===== src/sv/assert_macros.svh =====
// Concurrent assertion macros used by the converter top level.
// No dependencies; compiled to nothing when SYNTHESIS is defined.
`ifndef ASSERT_MACROS_SVH
`define ASSERT_MACROS_SVH
`ifndef SYNTHESIS
`define ASSERT_IMPLY(lbl, clk, rstn, ante, cons) \
    lbl: assert property (@(posedge clk) disable iff (!rstn) (ante) |-> (cons)) \
        else $error("assertion failed");
`define ASSERT_NEXT(lbl, clk, rstn, ante, cons) \
    lbl: assert property (@(posedge clk) disable iff (!rstn) (ante) |=> (cons)) \
        else $error("assertion failed");
`else
`define ASSERT_IMPLY(lbl, clk, rstn, ante, cons)
`define ASSERT_NEXT(lbl, clk, rstn, ante, cons)
`endif
`endif


===== src/sv/itp_pkg.sv =====
// Package for the infix to postfix converter: sizes, item structs, operator
// kinds, error codes, character tables and helper functions. No dependencies.
package itp_pkg;

    localparam int STACK_DEPTH = 32;
    localparam int STACK_AW    = $clog2(STACK_DEPTH);
    localparam int CNT_W       = $clog2(STACK_DEPTH + 1);

    typedef enum logic [2:0] {
        K_LPAR  = 3'd0,
        K_PLUS  = 3'd1,
        K_MINUS = 3'd2,
        K_MUL   = 3'd3,
        K_DIV   = 3'd4
    } t_kind;

    localparam logic [1:0] ERR_NONE      = 2'd0;
    localparam logic [1:0] ERR_UNMATCHED = 2'd1;
    localparam logic [1:0] ERR_OVERFLOW  = 2'd2;
    localparam logic [1:0] ERR_UNCLOSED  = 2'd3;

    localparam logic [7:0] CH_SPACE = 8'h20;
    localparam logic [7:0] CH_LPAR  = 8'h28;
    localparam logic [7:0] CH_RPAR  = 8'h29;
    localparam logic [7:0] CH_MUL   = 8'h2A;
    localparam logic [7:0] CH_PLUS  = 8'h2B;
    localparam logic [7:0] CH_MINUS = 8'h2D;
    localparam logic [7:0] CH_DIV   = 8'h2F;

    typedef struct packed {
        logic [7:0] char_code;
        logic       end_of_expr;
    } t_in_item;

    typedef struct packed {
        logic [7:0] token;
        logic [1:0] error_code;
        logic       last_of_run;
    } t_out_item;

    function automatic logic [7:0] kind_char(input t_kind k);
        logic [7:0] c;
        unique case (k)
            K_LPAR:  c = CH_LPAR;
            K_PLUS:  c = CH_PLUS;
            K_MINUS: c = CH_MINUS;
            K_MUL:   c = CH_MUL;
            K_DIV:   c = CH_DIV;
            default: c = 8'd0;
        endcase
        return c;
    endfunction

    function automatic logic [1:0] kind_rank(input t_kind k);
        logic [1:0] r;
        unique case (k)
            K_PLUS, K_MINUS: r = 2'd1;
            K_MUL, K_DIV:    r = 2'd2;
            default:         r = 2'd0;
        endcase
        return r;
    endfunction

endpackage


===== src/sv/itp_ram.sv =====
// Generic single-write, single-read RAM with registered read data.
// No dependencies.
module itp_ram #(
    parameter int WIDTH = 8,
    parameter int DEPTH = 32
) (
    input  logic                     i_clk,
    input  logic                     i_we,
    input  logic [$clog2(DEPTH)-1:0] i_waddr,
    input  logic [WIDTH-1:0]         i_wdata,
    input  logic [$clog2(DEPTH)-1:0] i_raddr,
    output logic [WIDTH-1:0]         o_rdata
);
    logic [WIDTH-1:0] mem [DEPTH];
    logic [WIDTH-1:0] r_rdata;

    always_ff @(posedge i_clk) begin
        if (i_we) begin
            mem[i_waddr] <= i_wdata;
        end
        r_rdata <= mem[i_raddr];
    end

    assign o_rdata = r_rdata;
endmodule


===== src/sv/infix_to_postfix_converter_unit.sv =====
// Infix to postfix converter top level (shunting-yard on a memory stack).
// Depends on itp_pkg, itp_ram and assert_macros.svh.
//
// One character item is taken at a time; the input stalls until all results
// of that item have been handed to the output register. An item that pops
// nothing passes through accept, execute, flush check and finish. Each popped
// entry adds a pop step and a reload of the cached top of stack from the
// stack RAM, whose read data is registered; the reload is skipped when the
// pop empties the stack. The pop of the '(' that matches a ')' leaves the
// execute step at once, so it adds only its reload, if any. The last result
// of each item is held back in a pending register so that last_of_run can be
// set; output stalls hold any step that emits a result.
`include "assert_macros.svh"

module infix_to_postfix_converter_unit (
    input  logic              i_clk,
    input  logic              i_rst_n,
    input  logic              i_in_valid,
    input  itp_pkg::t_in_item i_in_item,
    output logic              o_in_stall,
    output logic              o_out_valid,
    output itp_pkg::t_out_item o_out_item,
    input  logic              i_out_stall
);
    import itp_pkg::*;

    typedef enum logic [2:0] {S_IDLE, S_EXEC, S_TAIL, S_LOAD, S_DONE} t_state;
    typedef enum logic [2:0] {C_OPERAND, C_SPACE, C_OP, C_LPAR, C_RPAR} t_cls;

    t_state r_state, n_state, r_ret, n_ret;
    t_cls   r_cls, n_cls;
    t_kind  r_kind, n_kind, r_top, n_top;
    logic [7:0] r_char, n_char;
    logic       r_last, n_last;
    logic [CNT_W-1:0] r_count, n_count;
    t_out_item  r_pend, n_pend, r_out, n_out;
    logic       r_pend_v, n_pend_v, r_out_valid, n_out_valid;

    logic out_free, can_emit, emit, pop, push, fin, full;
    logic [7:0] e_tok;
    logic [1:0] e_err;
    t_state pop_ret;
    logic [CNT_W-1:0] rd_idx;
    logic [2:0] rdata;

    assign out_free = !r_out_valid || !i_out_stall;
    assign can_emit = !r_pend_v || out_free;
    assign full     = (r_count >= CNT_W'(STACK_DEPTH));
    assign rd_idx   = r_count - CNT_W'(2);

    itp_ram #(
        .WIDTH(3),
        .DEPTH(STACK_DEPTH)
    ) u_stack (
        .i_clk   (i_clk),
        .i_we    (push),
        .i_waddr (r_count[STACK_AW-1:0]),
        .i_wdata (r_kind),
        .i_raddr (rd_idx[STACK_AW-1:0]),
        .o_rdata (rdata)
    );

    always_comb begin
        n_state  = r_state;
        n_ret    = r_ret;
        n_cls    = r_cls;
        n_kind   = r_kind;
        n_top    = r_top;
        n_char   = r_char;
        n_last   = r_last;
        n_count  = r_count;
        n_pend   = r_pend;
        n_pend_v = r_pend_v;
        n_out    = r_out;
        emit     = 1'b0;
        pop      = 1'b0;
        push     = 1'b0;
        fin      = 1'b0;
        e_tok    = 8'd0;
        e_err    = ERR_NONE;
        pop_ret  = S_EXEC;

        unique case (r_state)
            S_IDLE: begin
                if (i_in_valid) begin
                    n_char  = i_in_item.char_code;
                    n_last  = i_in_item.end_of_expr;
                    n_state = S_EXEC;
                    n_kind  = K_LPAR;
                    unique case (i_in_item.char_code)
                        CH_PLUS:  begin n_cls = C_OP; n_kind = K_PLUS;  end
                        CH_MINUS: begin n_cls = C_OP; n_kind = K_MINUS; end
                        CH_MUL:   begin n_cls = C_OP; n_kind = K_MUL;   end
                        CH_DIV:   begin n_cls = C_OP; n_kind = K_DIV;   end
                        CH_LPAR:  n_cls = C_LPAR;
                        CH_RPAR:  n_cls = C_RPAR;
                        CH_SPACE: n_cls = C_SPACE;
                        default:  n_cls = C_OPERAND;
                    endcase
                end
            end
            S_EXEC: begin
                unique case (r_cls)
                    C_SPACE: n_state = S_TAIL;
                    C_OPERAND: begin
                        if (can_emit) begin
                            emit    = 1'b1;
                            e_tok   = r_char;
                            n_state = S_TAIL;
                        end
                    end
                    C_OP, C_LPAR: begin
                        if (r_cls == C_OP && r_count != '0
                            && kind_rank(r_top) >= kind_rank(r_kind)) begin
                            if (can_emit) begin
                                emit    = 1'b1;
                                e_tok   = kind_char(r_top);
                                pop     = 1'b1;
                                pop_ret = S_EXEC;
                            end
                        end else if (full) begin
                            if (can_emit) begin
                                emit    = 1'b1;
                                e_err   = ERR_OVERFLOW;
                                n_state = S_TAIL;
                            end
                        end else begin
                            push    = 1'b1;
                            n_state = S_TAIL;
                        end
                    end
                    C_RPAR: begin
                        if (r_count == '0) begin
                            if (can_emit) begin
                                emit    = 1'b1;
                                e_err   = ERR_UNMATCHED;
                                n_state = S_TAIL;
                            end
                        end else if (r_top == K_LPAR) begin
                            pop     = 1'b1;
                            pop_ret = S_TAIL;
                        end else if (can_emit) begin
                            emit    = 1'b1;
                            e_tok   = kind_char(r_top);
                            pop     = 1'b1;
                            pop_ret = S_EXEC;
                        end
                    end
                    default: n_state = S_TAIL;
                endcase
            end
            S_TAIL: begin
                if (r_last && r_count != '0) begin
                    if (can_emit) begin
                        emit    = 1'b1;
                        pop     = 1'b1;
                        pop_ret = S_TAIL;
                        if (r_top == K_LPAR) begin
                            e_err = ERR_UNCLOSED;
                        end else begin
                            e_tok = kind_char(r_top);
                        end
                    end
                end else begin
                    n_state = S_DONE;
                end
            end
            S_LOAD: begin
                n_top   = t_kind'(rdata);
                n_state = r_ret;
            end
            S_DONE: begin
                if (!r_pend_v) begin
                    n_state = S_IDLE;
                end else if (out_free) begin
                    fin     = 1'b1;
                    n_state = S_IDLE;
                end
            end
            default: n_state = S_IDLE;
        endcase

        if (push) begin
            n_top   = r_kind;
            n_count = r_count + CNT_W'(1);
        end
        if (pop) begin
            n_count = r_count - CNT_W'(1);
            n_ret   = pop_ret;
            n_state = (n_count == '0) ? pop_ret : S_LOAD;
        end
        if (emit) begin
            if (r_pend_v) begin
                n_out             = r_pend;
                n_out.last_of_run = 1'b0;
            end
            n_pend.token       = e_tok;
            n_pend.error_code  = e_err;
            n_pend.last_of_run = 1'b0;
            n_pend_v           = 1'b1;
        end
        if (fin) begin
            n_out             = r_pend;
            n_out.last_of_run = 1'b1;
            n_pend_v          = 1'b0;
        end
        n_out_valid = ((emit && r_pend_v) || fin) ? 1'b1 : (r_out_valid && i_out_stall);
    end

    always_ff @(posedge i_clk) begin
        if (!i_rst_n) begin
            r_state     <= S_IDLE;
            r_ret       <= S_IDLE;
            r_count     <= '0;
            r_pend_v    <= 1'b0;
            r_out_valid <= 1'b0;
        end else begin
            r_state     <= n_state;
            r_ret       <= n_ret;
            r_count     <= n_count;
            r_pend_v    <= n_pend_v;
            r_out_valid <= n_out_valid;
            r_cls       <= n_cls;
            r_kind      <= n_kind;
            r_top       <= n_top;
            r_char      <= n_char;
            r_last      <= n_last;
            r_pend      <= n_pend;
            r_out       <= n_out;
        end
    end

    assign o_in_stall  = (r_state != S_IDLE);
    assign o_out_valid = r_out_valid;
    assign o_out_item  = r_out;

    `ASSERT_IMPLY(a_count_range, i_clk, i_rst_n, 1'b1, r_count <= CNT_W'(STACK_DEPTH))
    `ASSERT_IMPLY(a_err_token_zero, i_clk, i_rst_n,
                  o_out_valid && o_out_item.error_code != ERR_NONE, o_out_item.token == 8'd0)
    `ASSERT_NEXT(a_finish_marks_last, i_clk, i_rst_n, r_state == S_DONE && r_pend_v && out_free,
                 o_out_valid && o_out_item.last_of_run && !r_pend_v)
endmodule

===== config.mk =====
export PLATFORM = sky130hd
export DESIGN_NAME = infix_to_postfix_converter_unit
export DESIGN_NICKNAME = d
export VERILOG_FILES = /design/src/sv/itp_pkg.sv /design/src/sv/itp_ram.sv /design/src/sv/infix_to_postfix_converter_unit.sv
export VERILOG_INCLUDE_DIRS = /design/src /design/src/sv
export SDC_FILE = /design/constraint.sdc
export NUM_CORES = 1
export LEC_CHECK = 0
export BUFFER_PORTS_ARGS = -buffer_cell sky130_fd_sc_hd__buf_2
export CAP_MARGIN = 20
export CORE_MARGIN = 4
export CORE_UTILIZATION = 55
export DETAILED_ROUTE_END_ITERATION = 6
export PLACE_DENSITY_LB_ADDON = 0.1
export SETUP_SLACK_MARGIN = 0.02
export SLEW_MARGIN = 20
export SYNTH_ARGS = -nofsm -noshare
export SYNTH_HDL_FRONTEND = slang
export SYNTH_HIERARCHICAL = 1
export SYNTH_SLANG_ARGS = --single-unit
export TNS_END_PERCENT = 30

===== constraint.sdc =====
create_clock -name i_clk -period 2.9 [get_ports i_clk]
set_input_delay 0.725 -clock i_clk [delete_from_list [all_inputs] [get_ports i_clk]]
set_output_delay 0.725 -clock i_clk [all_outputs]
set_load 0.01 [all_outputs]

**Yosys cells after proc, flatten, opt, wreduce, memory -nomap -nowiden**

Memory sizes are Yosys's and may differ from the RTL's. A register that Yosys moved wholly into a read port is not among the register bits.
Index checks and enable logic that the tools add are counted.
Widths: inputs -> output; s select.

- Logic and storage cells: 162
- Bits in registers: 53
- Bits in read-only memories: 0
- Output and inout bits: 13
- Bits of input ports: 13
- RAM bits: 96
- Memories: 1
- Bits in latches: 0

- Shifts and indexed selects: 0
- Multiplexer cells: 79
- Bitwise operators: 1
- Divide/modulo/power cells: 0
- Multipliers: 0
- Order comparisons: 2
- Reduce and logical (&&, ||, !) cells: 34
- Equality and inequality tests: 27
- $add $sub $neg: 3

Memory list:

| memory | words | width | rd ports | clocked after Yosys merged registers in | wr ports | RTL line | source |
|---|---|---|---|---|---|---|---|
| u_stack.mem | 32 | 3 | 1 | 1 | 1 | itp_ram.sv:14 | `logic [WIDTH-1:0] mem [DEPTH];` |

Operators with widths:

| cell | number |
|---|---|
| $eq 8x6->1 const B | 7 |
| $mux 6 | 7 |
| $mux 3 | 12 |
| $mux 11 | 3 |
| $mux 8 | 4 |
| $mux 2 | 15 |
| $pmux 6 s5 | 1 |
| $eq 3x2->1 const B | 8 |
| $pmux 3 s4 | 2 |
| $pmux 6 s4 | 1 |
| $pmux 8 s3 | 1 |
| $mux 1 | 21 |
| $pmux 2 s2 | 5 |
| $pmux 8 s2 | 1 |
| $pmux 3 s5 | 1 |
| $eq 3x3->1 const B | 4 |
| $logic_not 6->1 | 2 |
| $ne 4x4->1 const B | 3 |
| $reduce_or 2->1 | 6 |
| $eq 3x1->1 const B | 3 |
| $logic_not 3->1 | 3 |
| $pmux 3 s3 | 1 |
| $reduce_bool 2->1 | 4 |
| $add 6x1->6 const B | 1 |
| 17 further kinds | 30 |

**Depth between registers and ports, before layout**

Gate-level depths: netlist (run 1).

- Depth after elaboration: 13
- Depth in mapped cells: 12
- Depth with buffers taken out: 10

**Cells and area by module**

The synthesis (run 1) kept the hierarchy.

By module, submodules not included:

| module | cells each | instances | seq. area each (sq um) | area each (sq um) |
|---|---|---|---|---|
| itp_ram | 185 | 1 | 2,942.8 | 3,916.3 |
| infix_to_postfix_converter_unit | 260 | 1 | 1,431.4 | 2,820.2 |

**Worst setup path after synthesis (run 1)**

Ideal clock, no wire load.

- Path type: reg2reg
- Start: register r_kind[0]
- End: memory u_stack.mem[28][0], enable pin
- Data required time: 2,581 ps
- Clock period less this slack: 3,212 ps
- Buffers on the path: 2
- Library setup time: 319 ps
- Cell stages (with the launch flop): 11
- Data arrival time: 2,893 ps
- Setup slack: -312 ps
- Path through: edfxtp_1 -> xnor2_1 -> nor2_1 -> ha_1 -> nor3b_1 -> nor2_1 -> a211oi_2 -> buf_4 -> or3b_2 -> clkbuf_1 -> nor2_1

- Cells in the longest elaborated chain, start to end: 12
- Elaborated cells between the ends (all ways): 16
- Classes of those cells: order compare: 1; eq/ne: 4; mux: 8; reduce/logical: 3

RTL lines:

| element | RTL line | source |
|---|---|---|
| from (decl) | infix_to_postfix_converter_unit.sv:32 | `t_kind r_kind, n_kind, r_top, n_top;` |
| from (signal assigned) | infix_to_postfix_converter_unit.sv:224 | `r_kind <= n_kind;` |
| $eq 3x2->1, or another cell as far along | itp_pkg.sv:56 | `unique case (k)` |
| $reduce_or 2->1 | itp_pkg.sv:56 |  |
| $pmux 2 s2 * | itp_pkg.sv:56 |  |
| $mux 2 * | infix_to_postfix_converter_unit.sv:103 | `unique case (r_cls)` |
| $mux 2 * | infix_to_postfix_converter_unit.sv:83 | `unique case (r_state)` |
| $ge 2x2->1 * | infix_to_postfix_converter_unit.sv:114 | `&& kind_rank(r_top) >= kind_rank(r_kind)) begin` |
| $logic_and 1x1->1 * | infix_to_postfix_converter_unit.sv:114 |  |
| $mux 1 * | infix_to_postfix_converter_unit.sv:113 | `if (r_cls == C_OP && r_count != '0` |
| $mux 1 * | infix_to_postfix_converter_unit.sv:103 |  |
| $mux 1 * | infix_to_postfix_converter_unit.sv:83 |  |
| via push | infix_to_postfix_converter_unit.sv:39 | `logic out_free, can_emit, emit, pop, push, fin, full;` |
| $mux 1 * | itp_ram.sv:18 | `if (i_we) begin` |
| $mux 1 (implied by the code) * | itp_ram.sv:19 | `mem[i_waddr] <= i_wdata;` |
| to (decl) | itp_ram.sv:14 |  |

Mark *: on every way through the listed nets, which the timed path passes. The rest lies on a longest branch. The select of a mux whose other input is x is not followed.

**Worst setup path in the final report (run 1)**

- Start: register r_kind[0]
- End: memory u_stack.mem[8][2], enable pin

- Cells in the longest elaborated chain, start to end: 12
- Elaborated cells between the ends (all ways): 16
- Classes of those cells: order compare: 1; eq/ne: 4; mux: 8; reduce/logical: 3

RTL lines:

| element | RTL line |
|---|---|
| $eq 3x2->1, or another cell as far along | itp_pkg.sv:56 |
| $reduce_or 2->1 | itp_pkg.sv:56 |
| $pmux 2 s2 * | itp_pkg.sv:56 |
| $mux 2 * | infix_to_postfix_converter_unit.sv:103 |
| $mux 2 * | infix_to_postfix_converter_unit.sv:83 |
| $ge 2x2->1 * | infix_to_postfix_converter_unit.sv:114 |
| $logic_and 1x1->1 * | infix_to_postfix_converter_unit.sv:114 |
| $mux 1 * | infix_to_postfix_converter_unit.sv:113 |
| $mux 1 * | infix_to_postfix_converter_unit.sv:103 |
| $mux 1 * | infix_to_postfix_converter_unit.sv:83 |
| $mux 1 * | itp_ram.sv:18 |
| $mux 1 (implied by the code) * | itp_ram.sv:19 |

Every way passes the cells marked *; elsewhere a longest branch is shown, timed or not. The select of a mux whose other input is x is not followed.

==> qor.csv, run 1 <==
metric;value;unit
status;finished clean;
initial_core_util;56.1;%
dpl_worst_slack;0.0450;ns
cts_max_path_buffers;2;
grt_pass1_vias;3941;
synth_cells;445;
dr.pass1.iters;5;
gp_congestion;0.904;
drt_first_iter_violations;427;
pin_count;26;
placed_cells;620;
r2r_slack;0.14;ns
die_h;119;um
avgSynthCellArea;15.1;sq um
power.density;831;nW/um^2
relSlewSlack;58.0;%
worst_clock_skew;0.00813;ns
syn_nets;467;
routed_wl;13.4;mm
pwr-share-seq;40.2;%
routed_via_density;6.05;
critPathRequiredTime;3.02;ns
min_to;o_out_item[6];
layout-drive-gt1-share;29.4;%
reg2reg_depth;8;
clkPwrFrac;32.0;%
cts.sinks;151;
finalNonFillerCells;657;
power_switching;1.94;mW
ys_top_cells_by_area;edfxtp_1 60%, mux4_2 9.7%, dfxtp_1 4.8%, nor2_1 2.8%, nand2_1 1.7%;
internal-power;4.58;mW
hold_depth;0;
cts_tree;done;
grt_first_pass_wirelength;21.7;mm
min_from;r_pend[6];
finalHoldViolCount;0;
synth_ff_type;edfxtp_1;
nFillCells;876;
start_kind;flip-flop;
path_max_fanout;8;
crit_path_end_kind;flip-flop;
syn_area;6740;sq um
insertion_delay;0.42;ns
finalSetupTns;0;ns
grt_max_degree;36;
cp.arrival;2.88;ns
finalSetupViolCount;0;
vias;3975;
htreeDepth;4;
stdcell_area;7850;sq um
groute.usage.overall;20.3;%
ant_nets;0;
ys_warn_count;6;
fin_nets;519;
p_leak;2.65;nW
synth_seq_cells;151;
yosysSeqAreaShare;64.9;%
multiInputGateArea;2320;sq um
slew_viol_final;0;
async_reset_ff_share;0;%
drc;0;
finalWorstSetupSlack;0.141;ns
num_antenna_cells;0;
register_area;4380;sq um
max_cap_viol_count;0;
post-dp-hpwl;9.19;mm
die_area;14100;sq um
fmax;0.362;GHz
grt_overflow;0;
yosys.area.top_type;edfxtp_1;
holdBufCountCts;0;
min_period;2.76;ns
total_power;6.52;mW
rr_startpoint;r_kind[0];
portBuffers;25;
antenna_found_initial;0;
area_growth;16.5;%
core_region_area;12000;sq um
yosys.area.top_type_share;60.2;%
worst_slew_pin_slew;0.614;ns
clk_pin_slew_worst_paths;0.06;ns
placed_cell_area;7200;sq um
holdWs;0.421;ns
final_core_util;65.3;%
worstHoldPathType;reg -> reg;
dieWidth;119;um
rows;40;
period_share;95.1;%
swShare;29.7;%
synth-edff-count;135;
numCtsBuffers;17;
combPwrFrac;27.7;%
wl_per_cell;20.4;um
synth.distinct_cells;68;
r2r_end;u_stack/mem[8][2];
cts_root_buf;clkbuf_16;
path_class;reg -> reg;
max-vdd-ir-drop;0.630;mV
layout make-up:
cell class,count,share of cell area [%]
flip-flops and latches,151,55.8
multi-input cells,266,29.6
clock buffers,17,5.42
repair buffers,54,4.69
well taps,147,2.34
clock inverters,15,1.87
inverters,7,0.335
state kept, by name (all words and copies together), names as in the netlist:
name	count
r_state	3
r_cls	3
o_out_valid	1
r_count	6
r_char	8
r_last	1
r_kind	3
r_ret	2
u_stack/o_rdata	3
o_out_item	11
u_stack/mem	96
r_top	3
r_pend	10
r_pend_v	1
worst max-delay path by stage:
stage                     slack [ns]                end  cells after the start      start
after floorplan                -0.07  u_stack/mem[4][0]                     10  r_kind[1]
after global placement          0.13  u_stack/mem[9][0]                      9   r_top[0]
after detailed placement        0.05  u_stack/mem[9][1]                      9   r_top[0]
after CTS                       0.06  u_stack/mem[8][2]                      9   r_top[0]
after global routing         -0.0002  u_stack/mem[8][2]                      8  r_kind[0]
final                           0.14  u_stack/mem[8][2]                      8  r_kind[0]
what timing repair did:
item | in CTS | in global routing
endpoints found under the setup margin | 9 | 113
pin swaps | 1 | 4
resized for setup | 0 | 7
buffers inserted | 1 | 4
routing by layer:
| metal | global-route usage, % | vias up | share of wire (%) |
|---|---|---|---|
| li1 | - | 1834 | - |
| met1 | 30.5 | 2010 | 47 |
| met2 | 29.6 | 121 | 46 |
| met3 | 5.26 | 10 | 6.0 |
| met4 | 5.43 | 0 | 0.83 |
| met5 | 0 | - | 0 |
cells in the final DEF (no fill, tap or decap), types with 6 or more instances in the layout:
cell,synthesis,final
a21oi_1,15,15
mux4_2,29,29
ha_1,9,8
and3_1,8,8
buf_2,2,25
inv_1,7,7
edfxtp_1,135,135
nor2_4,0,8
buf_4,3,27
nand3_1,8,8
nand2_1,31,31
clkbuf_16,0,17
nor3_1,6,6
nor2_1,50,40
dfxtp_1,16,15
nand2b_1,6,6
power groups by stage:
stage / clock network (mW) / logic (mW) / registers [mW]
after global placement: 0 / 1.74 / 2.67
after detailed placement: 0 / 1.77 / 2.67
after CTS: 2.12 / 1.78 / 2.63
after global routing: 2.23 / 1.97 / 2.64
after floorplan: 0 / 1.29 / 2.67
final: 2.09 / 1.81 / 2.62
worst max-delay path, stage by stage, from the launching register on:
cell and delay (ns):
edfxtp_1 0.46, xnor2_1 0.17, nor2_1 0.19, ha_4 0.24, nor3b_4 0.25, nor2_2 0.09, a211oi_4 0.32, or3b_4 0.56
nor2_4 0.18
cell families after synthesis:
| logic type | synth area share (%) |
|---|---|
| and+or+nand+nor | 12.3 |
| DFF | 64.9 |
| AOI/OAI and AO/OA | 6.17 |
| muxes | 11.5 |
| buffers and inverters | 2.32 |
| adders and majority gates | 1.67 |
| xor gates and xnor gates | 1.04 |
synth_stat cells (all sizes together), types with 2 or more instances:
| library cell | instances |
|---|---|
| edfxtp | 135 |
| a32oi | 2 |
| dfxtp | 16 |
| or3b | 4 |
| nor4b | 3 |
| buf | 11 |
| nor2 | 50 |
| mux2i | 3 |
| nand3 | 8 |
| or3 | 4 |
| nand2 | 32 |
| a21oi | 16 |
| a21boi | 3 |
| nor2b | 6 |
| a31oi | 4 |
| nand4 | 2 |
| o21ai | 10 |
| and2 | 5 |
| and3 | 8 |
| o211ai | 3 |
| ha | 9 |
| nor3b | 5 |
| a2111oi | 2 |
| nand3b | 5 |
| xnor2 | 3 |
| a2bb2oi | 2 |
| xor2 | 5 |
| nand2b | 6 |
| inv | 7 |
| clkbuf | 10 |
| o21a | 3 |
| nor4 | 3 |
| mux4 | 30 |
| nor3 | 7 |
| mux2 | 6 |
(Power assumes the default switching activity.)
==> inputs of run 2 (changes only) <==
RECOVER_POWER = 50   (was not set)
==> qor.csv, run 2 (same netlist as run 1, synthesis figures left out) <==
metric;value;unit;change
status;finished clean;;
total_power;6.51;mW;-0.16%
max_cap_viol_count;0;;unchanged
drc;0;;unchanged
area_growth;15.7;%;
dieWidth;119;um;unchanged
nFillCells;891;;+1.7%
critPathRequiredTime;3.03;ns;about the same
combPwrFrac;27.6;%;about the same
worst_slew_pin_slew;0.890;ns;+0.276 ns
grt_overflow;0;;unchanged
power.density;835;nW/um^2;+0.49%
max-vdd-ir-drop;0.632;mV;+0.34%
worstPathCellList;xnor2_1 -> nor2_1 -> ha_4 -> nor3b_4 -> nor2_2 -> a211oi_4 -> or3b_4 -> nor2_4;;
crit_path_end_kind;flip-flop;;
die_h;119;um;unchanged
slew_viol_final;0;;unchanged
cts_root_buf;clkbuf_16;;
core_region_area;12000;sq um;unchanged
min_from;r_pend[6];;
final_core_util;64.9;%;-0.43 points
reg2reg_depth;8;;unchanged
placed_cells;620;;unchanged
holdWs;0.421;ns;+0.000467 ns
min_to;o_out_item[6];;
antenna_found_initial;0;;unchanged
dr.pass1.iters;5;;unchanged
rsz0062_at_grt;false;;
power_switching;1.94;mW;about the same
pin_count;26;;unchanged
pwr-share-seq;40.3;%;about the same
path_class;reg -> reg;;
fin_nets;519;;unchanged
p_leak;2.57;nW;-3.0%
numCtsBuffers;17;;unchanged
cts_tree;done;;
min_period;2.76;ns;+0.000662 ns
finalWorstSetupSlack;0.140;ns;-0.000662 ns
layout_common_cells;135 x edfxtp_1, 40 x nor2_1, 31 x nand2_1;;
rows;40;;unchanged
gp_congestion;0.904;;unchanged
worstHoldPathType;reg -> reg;;
clkPwrFrac;32.1;%;about the same
vias;3938;;-0.93%
wl_per_cell;20.5;um;+0.27%
cts.sinks;151;;unchanged
r2r_end;u_stack/mem[8][2];;
dpl_worst_slack;0.0450;ns;unchanged
largest_reg_flops;96;;unchanged
path_max_fanout;8;;unchanged
cp_slowest_cell;or3b_4;;
num_antenna_cells;0;;unchanged
grt_max_degree;36;;unchanged
portBuffers;25;;unchanged
clk_pin_slew_worst_paths;0.06;ns;about the same
rr_startpoint;r_kind[0];;
r2r_slack;0.14;ns;about the same
groute.usage.overall;20.3;%;unchanged
finalNonFillerCells;657;;unchanged
initial_core_util;56.1;%;unchanged
holdBufCountCts;0;;unchanged
die_area;14100;sq um;unchanged
finalSetupViolCount;0;;unchanged
start_kind;flip-flop;;
regMostFlops;u_stack/mem;;
hold_depth;0;;unchanged
relSlewSlack;40.7;%;-17 points
cp.arrival;2.89;ns;about the same
grt_pass1_vias;3941;;unchanged
routed_wl;13.5;mm;+0.27%
swShare;29.8;%;+0.066 points
htreeDepth;4;;unchanged
grt_first_pass_wirelength;21.7;mm;unchanged
layout-drive-gt1-share;24.5;%;-4.9 points
cts_max_path_buffers;2;;unchanged
max_stage_delay;0.56;ns;about the same
post-dp-hpwl;9.19;mm;unchanged
finalHoldViolCount;0;;unchanged
internal-power;4.57;mW;-0.26%
worst_clock_skew;0.00819;ns;+0.0000617 ns
routed_via_density;5.99;;-0.93%
final_common_cell;edfxtp_1;;
drt_first_iter_violations;410;;-4.0%
ant_nets;0;;unchanged
insertion_delay;0.42;ns;about the same
period_share;95.2;%;about the same
fmax;0.362;GHz;about the same
## run 2: cell types whose count changed in the layout (fill, tap and decap cells not counted), sizes merged
cell,before,now
clkbuf,17,42
buf,54,29
## run 2: repair_timing
action	in CTS	in global routing
buffers inserted	1	4
endpoints found under the setup margin	9	113
resized for setup	0	7
pin swaps	1	4
## run 2: through the flow
stage                     TNS (ns)  cell area [sq um]
after global routing             0               7790
final                            0               7790
after detailed placement         0               7200
after global placement           0               7200
after floorplan              -1.19               6830
after CTS                        0               7770
## run 2: critical path: cells and delay by family, from the launching register on
kind | cells | cell delay [ns]
XOR/XNOR | 1 | 0.17
AO/OA/AOI/OAI | 1 | 0.32
AND/OR/NAND/NOR | 5 | 1.27
adder cells (fa/ha/maj) | 1 | 0.24
flip-flops | 1 | 0.47
## run 2: worst max-delay path by stage
stage,start,endpoint,slack [ns],depth (start not counted)
2_1_floorplan,r_kind[1],u_stack/mem[4][0],-0.07,10
3_3_place_gp,r_top[0],u_stack/mem[9][0],0.13,9
3_5_place_dp,r_top[0],u_stack/mem[9][1],0.05,9
4_1_cts,r_top[0],u_stack/mem[8][2],0.06,9
5_1_grt,r_kind[0],u_stack/mem[8][2],0.004,8
6_report,r_kind[0],u_stack/mem[8][2],0.14,8
## run 2: power groups by stage
stage	logic (mW)	clock network, mW	registers, mW
floorplan	1.29	0	2.67
global placement	1.74	0	2.67
detailed placement	1.77	0	2.67
CTS	1.78	2.12	2.63
global route	1.95	2.23	2.64
finish	1.80	2.09	2.63
## run 2: area by class of cell
class	instances	area (sq um)	area share, %
clock buffers	17	425	5.46
clock inverters	15	146	1.88
inverters	7	26.3	0.337
multi-input cells	266	2320	29.8
flip-flops and latches	151	4380	56.1
well taps	147	184	2.36
repair buffers	54	317	4.06
## run 2: layer usage
layer | vias to the layer above | part of all wire, % | track usage [%]
met5 | - | 0 | 0
met1 | 1983 | 47 | 30.5
met4 | 0 | 0.83 | 5.43
met2 | 111 | 46 | 29.6
li1 | 1835 | - | -
met3 | 9 | 5.8 | 5.26
